===== config.mk =====
export PLATFORM = sky130hd
export DESIGN_NAME = tmhq_seq
export DESIGN_NICKNAME = d
export VERILOG_FILES = /design/src/rtl/tmhq_pkg.sv /design/src/rtl/tmhq_seq.sv
export SDC_FILE = /design/constraint.sdc
export NUM_CORES = 1
export LEC_CHECK = 0
export BUFFER_PORTS_ARGS = -buffer_cell sky130_fd_sc_hd__buf_4
export CAP_MARGIN = 10
export CORE_ASPECT_RATIO = 2
export CORE_MARGIN = 2
export CORE_UTILIZATION = 25
export CTS_CLUSTER_DIAMETER = 80
export DETAILED_ROUTE_END_ITERATION = 10
export GPL_TIMING_DRIVEN = 0
export MAX_ROUTING_LAYER = met4
export PLACE_DENSITY_LB_ADDON = 0.1
export RECOVER_POWER = 25
export SLEW_MARGIN = 0
export SYNTH_ARGS = -nofsm -noshare
export SYNTH_HDL_FRONTEND = slang
export SYNTH_SLANG_ARGS = --single-unit

===== constraint.sdc =====
create_clock -name clk -period 2.95 [get_ports clk]
set_input_delay 0.1475 -clock clk [delete_from_list [all_inputs] [get_ports clk]]
set_output_delay 0.1475 -clock clk [all_outputs]
set_load 0.02 [all_outputs]

===== src/rtl/tmhq_pkg.sv =====
// Package for the timer min-heap queue: microcode types, control word ROM,
// status codes and shared structs. No dependencies.
package tmhq_pkg;

    localparam int DEFAULT_CAPACITY    = 64;
    localparam int DEFAULT_HANDLE_BITS = 16;
    localparam int KEY_BITS            = 64;
    localparam int HANDLE_FIELD_BITS   = 16;
    localparam int STEP_BITS           = 4;

    localparam logic [1:0] STATUS_OK    = 2'd0;
    localparam logic [1:0] STATUS_FULL  = 2'd1;
    localparam logic [1:0] STATUS_EMPTY = 2'd2;

    typedef logic [STEP_BITS-1:0] step_t;

    localparam step_t S_IDLE      = 4'd0;
    localparam step_t S_DISPATCH  = 4'd1;
    localparam step_t S_INS_START = 4'd2;
    localparam step_t S_INS_TOP   = 4'd3;
    localparam step_t S_INS_CMP   = 4'd4;
    localparam step_t S_INS_PLACE = 4'd5;
    localparam step_t S_POP_START = 4'd6;
    localparam step_t S_POP_LOAD  = 4'd7;
    localparam step_t S_POP_TOP   = 4'd8;
    localparam step_t S_POP_CMP   = 4'd9;
    localparam step_t S_POP_PLACE = 4'd10;
    localparam step_t S_EMIT      = 4'd11;

    typedef enum logic [3:0] {
        OP_NONE      = 4'd0,
        OP_INS_START = 4'd1,
        OP_INS_READ  = 4'd2,
        OP_INS_MOVE  = 4'd3,
        OP_INS_PLACE = 4'd4,
        OP_POP_START = 4'd5,
        OP_POP_LOAD  = 4'd6,
        OP_POP_READ  = 4'd7,
        OP_POP_MOVE  = 4'd8,
        OP_POP_PLACE = 4'd9,
        OP_EMIT      = 4'd10
    } op_t;

    typedef enum logic [3:0] {
        C_NEVER    = 4'd0,
        C_ALWAYS   = 4'd1,
        C_ACCEPT   = 4'd2,
        C_MODE_POP = 4'd3,
        C_FULL     = 4'd4,
        C_EMPTY    = 4'd5,
        C_POS_ZERO = 4'd6,
        C_KEY_GT   = 4'd7,
        C_NO_CHILD = 4'd8,
        C_LAST_GT  = 4'd9,
        C_OUT_FREE = 4'd10
    } cond_t;

    typedef struct packed {
        op_t   op;
        cond_t cond;
        step_t target;
        logic  hold;
    } uword_t;

    typedef struct packed {
        logic accept;
        logic mode_pop;
        logic full;
        logic empty;
        logic pos_zero;
        logic key_gt;
        logic no_child;
        logic last_gt;
        logic out_free;
    } flags_t;

    typedef struct packed {
        op_t  op;
        logic taken;
        logic idle;
    } ctrl_t;

    function automatic uword_t ucode(input step_t step);
        uword_t w;
        w = '{op: OP_NONE, cond: C_ALWAYS, target: S_IDLE, hold: 1'b0};
        unique case (step)
            S_IDLE:      w = '{op: OP_NONE,      cond: C_ACCEPT,   target: S_DISPATCH,
                               hold: 1'b1};
            S_DISPATCH:  w = '{op: OP_NONE,      cond: C_MODE_POP, target: S_POP_START,
                               hold: 1'b0};
            S_INS_START: w = '{op: OP_INS_START, cond: C_FULL,     target: S_EMIT,
                               hold: 1'b0};
            S_INS_TOP:   w = '{op: OP_INS_READ,  cond: C_POS_ZERO, target: S_INS_PLACE,
                               hold: 1'b0};
            S_INS_CMP:   w = '{op: OP_INS_MOVE,  cond: C_KEY_GT,   target: S_INS_TOP,
                               hold: 1'b0};
            S_INS_PLACE: w = '{op: OP_INS_PLACE, cond: C_ALWAYS,   target: S_EMIT,
                               hold: 1'b0};
            S_POP_START: w = '{op: OP_POP_START, cond: C_EMPTY,    target: S_EMIT,
                               hold: 1'b0};
            S_POP_LOAD:  w = '{op: OP_POP_LOAD,  cond: C_NEVER,    target: S_IDLE,
                               hold: 1'b0};
            S_POP_TOP:   w = '{op: OP_POP_READ,  cond: C_NO_CHILD, target: S_POP_PLACE,
                               hold: 1'b0};
            S_POP_CMP:   w = '{op: OP_POP_MOVE,  cond: C_LAST_GT,  target: S_POP_TOP,
                               hold: 1'b0};
            S_POP_PLACE: w = '{op: OP_POP_PLACE, cond: C_ALWAYS,   target: S_EMIT,
                               hold: 1'b0};
            S_EMIT:      w = '{op: OP_EMIT,      cond: C_OUT_FREE, target: S_IDLE,
                               hold: 1'b1};
            default:     w = '{op: OP_NONE,      cond: C_ALWAYS,   target: S_IDLE,
                               hold: 1'b0};
        endcase
        return w;
    endfunction

endpackage


===== src/rtl/tmhq_seq.sv =====
// Microcode sequencer: step counter, control word ROM lookup and jump
// condition select. Depends on tmhq_pkg.
module tmhq_seq (
    input  logic            clk,
    input  logic            rst_n,
    input  tmhq_pkg::flags_t flags,
    output tmhq_pkg::ctrl_t  ctrl
);

    tmhq_pkg::step_t  upc_reg;
    tmhq_pkg::step_t  upc_next;
    tmhq_pkg::uword_t uw;
    logic             cond_true;

    assign uw = tmhq_pkg::ucode(upc_reg);

    always_comb
    begin
        unique case (uw.cond)
            tmhq_pkg::C_NEVER:    cond_true = 1'b0;
            tmhq_pkg::C_ALWAYS:   cond_true = 1'b1;
            tmhq_pkg::C_ACCEPT:   cond_true = flags.accept;
            tmhq_pkg::C_MODE_POP: cond_true = flags.mode_pop;
            tmhq_pkg::C_FULL:     cond_true = flags.full;
            tmhq_pkg::C_EMPTY:    cond_true = flags.empty;
            tmhq_pkg::C_POS_ZERO: cond_true = flags.pos_zero;
            tmhq_pkg::C_KEY_GT:   cond_true = flags.key_gt;
            tmhq_pkg::C_NO_CHILD: cond_true = flags.no_child;
            tmhq_pkg::C_LAST_GT:  cond_true = flags.last_gt;
            tmhq_pkg::C_OUT_FREE: cond_true = flags.out_free;
            default:              cond_true = 1'b0;
        endcase
    end

    always_comb
    begin
        if (cond_true)
        begin
            upc_next = uw.target;
        end
        else if (uw.hold)
        begin
            upc_next = upc_reg;
        end
        else
        begin
            upc_next = upc_reg + tmhq_pkg::step_t'(1);
        end
    end

    always_ff @(posedge clk or negedge rst_n)
    begin
        if (!rst_n)
        begin
            upc_reg <= tmhq_pkg::S_IDLE;
        end
        else
        begin
            upc_reg <= upc_next;
        end
    end

    assign ctrl.op    = uw.op;
    assign ctrl.taken = cond_true;
    assign ctrl.idle  = (upc_reg == tmhq_pkg::S_IDLE);

endmodule


==> results_dict.tcl <==
set metrics [dict create \
    netlist-cell-type-count 31 \
    synth_adder_area_share_pct 12.75 \
    hold_slack_ns 0.2978 \
    ctsLongestPathBuffers 2 \
    synth_area_per_cell_um2 8.081 \
    totalWireLength_um 2122 \
    design.core.area_um2 2570 \
    drt_first_pass_iters 4 \
    fin_nets 130 \
    synth_top_family_by_area "compound AO/OA/AOI/OAI gates" \
    tightestPinTransition_ns 0.4658 \
    numCtsBuffers 3 \
    path_max_fanout 10 \
    synth_top_area_share_pct 14.57 \
    synth-xor-area-share_pct 1.275 \
    syn_area_um2 686.9 \
    rows 26 \
    maxCapViolations 0 \
    clk_latency_ns 0.21 \
    start_kind "flip-flop" \
    dp_hpwl_um 1693 \
    drt-initial-drc-count 14 \
    io_pins 17 \
    finalHoldViolCount 0 \
    endpoint_kind "output port" \
    synth_nets 103 \
    cts.root.buffer_cell "clkbuf_8" \
    port_buffers 16 \
    synth_area_leaders "dfrtp_1 (15%), ha_1 (13%), mux2i_1 (7.3%), mux2_4 (6.6%), o21ai_0 (5.8%)" \
    dieHeight_um 78.13 \
    overflow 0 \
    die_area_um2 3208 \
    grt_pass1_vias 754 \
    antenna_found_initial 0 \
    setup_violations 0 \
    syn_to_final_growth_pct 36.61 \
    hp-class "primary input to async pin" \
    crit_type "flip-flop to output port" \
    synth_top_cell_by_area "dfrtp_1" \
    grtUsageTotal_pct 15.76 \
    syn_inst 85 \
    slowest_stage "dfrtp_1" \
    die_w_um 41.07 \
    path_clk_slew_ns 0.03 \
    slew_headroom_pct 68.83 \
    wl_per_cell_um 15.38 \
    synth_seq_cells 4 \
    synthMuxAreaShare_pct 13.84 \
    largest_register_ffs 4 \
    path_delay_family "compound AO/OA/AOI/OAI gates" \
    required_ns 2.80 \
    slowest_delay_ns 0.39 \
    cts_max_level 1 \
    antenna_left 0 \
    cts.sinks 4 \
    synth_compound_area_share_pct 30.24 \
    finalMaxSlewViolations 0 \
    path_buf_inv 4 \
    min_period_ns 2.827 \
    worstPathCellList "buf_6, inv_1, ha_2, mux2_4, o22ai_4, mux2_4, a32oi_2, o221ai_4, buf_4, buf_4" \
    drc 0 \
    synth-simple-area-share_pct 18.76 \
    num_vias 703 \
    rsz0062_at_grt "no" \
    yosys_warnings 0 \
    arrival_ns 2.68 \
    place.gp.congestion 0.8160 \
    skew_ns 0.0004152 \
    start_util_pct 26.73 \
    status "finished clean" \
    grt_max_degree 12 \
    drive_gt1_share_pct 32.73 \
    cts_tree "done" \
    mostFrequentLayoutCell "buf_4" \
    layout_common_cells "buf_4 (21), nand2_1 (9), o21ai_0 (8), inv_1 (7), nor2_1 (7)" \
    grt_pass1_wl_um 3463 \
    fmax_mhz 353.7 \
    seq_area_frac_synth_pct 14.57 \
    antenna_cells 0 \
    fin_crit_sh_pct 95.83 \
    viasPerCell 5.094 \
]
==> worst register-to-register path: stages (launching register included) <==
cell and delay [ns]:
dfrtp_1 0.39, buf_6 0.15, inv_1 0.08, ha_2 0.31, mux2_4 0.28, o22ai_4 0.23
mux2_4 0.33, a32oi_2 0.23, o221ai_4 0.16, buf_4 0.19, mux2_4 0.29
==> cell type report <==
type | count | area (µm²)
fillers | 297 | 1632
well taps | 28 | 35.03
plain buffers | 5 | 32.53
clock buffers | 3 | 41.29
repair buffers | 22 | 163.9
multi-input cells | 69 | 538.0
flip-flops and latches | 4 | 101.3
inverters | 7 | 26.28
==> per-stage QoR <==
step	setup slack [ns]	utilization, %	cell area (µm²)	std cells	TNS (ns)
after floorplan	0.3841	-	686.9	85	0
after global placement	-0.01862	32.77	842.1	129	-0.02688
after detailed placement	-0.02751	32.77	842.1	129	-0.04401
after CTS	0.02300	35.69	917.1	135	0
after global routing	0.01307	36.51	938.4	138	0
final	0.1231	36.51	938.4	138	0
==> worst paths after layout <==
check / from / to / slack (ns) / depth (start not counted)
worst min register to register: upc_reg[0]$_DFFE_PN0P_ / upc_reg[2]$_DFFE_PN0P_ / 0.71 / 3
worst min-delay path: rst_n / upc_reg[2]$_DFFE_PN0P_ / 0.30 / 2
worst max register to register: upc_reg[0]$_DFFE_PN0P_ / upc_reg[0]$_DFFE_PN0P_ / 0.18 / 10
min in group clk: flags[2] / upc_reg[2]$_DFFE_PN0P_ / 0.50 / 5
max in group asynchronous: rst_n / upc_reg[1]$_DFFE_PN0P_ / 2.45 / 2
worst max-delay path: upc_reg[0]$_DFFE_PN0P_ / ctrl[1] / 0.12 / 10
==> per-layer routing <==
| layer | track usage, % | routed length (µm) | vias to the layer above |
|---|---|---|---|
| li1 | - | - | 356 |
| met1 | 16.46 | 780 | 317 |
| met2 | 27.19 | 1201 | 23 |
| met3 | 1.412 | 67 | 7 |
| met4 | 7.000 | 72 | 0 |
| met5 | - | 0 | - |
==> cell families after synthesis <==
group | after synthesis
DFF | 4
AOI/OAI and AO/OA | 26
and+or+nand+nor | 27
muxes | 8
buffers and inverters | 12
adders and majority gates | 7
xor gates and xnor gates | 1
==> cells in the mapped netlist (all sizes together) <==
cell,instances
dfrtp,4
a21oi,5
nor2b,1
nor3,3
a32oi,1
mux2,3
nand2b,1
nand3,2
and2,1
o22ai,4
inv,7
or3b,2
a31oi,2
o221ai,1
ha,7
a211oi,1
a221oi,1
o21ai,8
buf,5
mux2i,5
nand2,9
a21o,2
o311a,1
xnor2,1
nor2,7
or2b,1
==> what timing repair did <==
item,CTS,global route
resized for setup,2,1
hold buffers,1,0
gates cloned,0,0
endpoints found under the hold margin,4,0
setup buffers,2,3
endpoints found under the setup margin,2,2
Power is left out: the tool's default activity adds up to more than one toggle a clock period on the data nets, which glitch-free logic cannot reach.
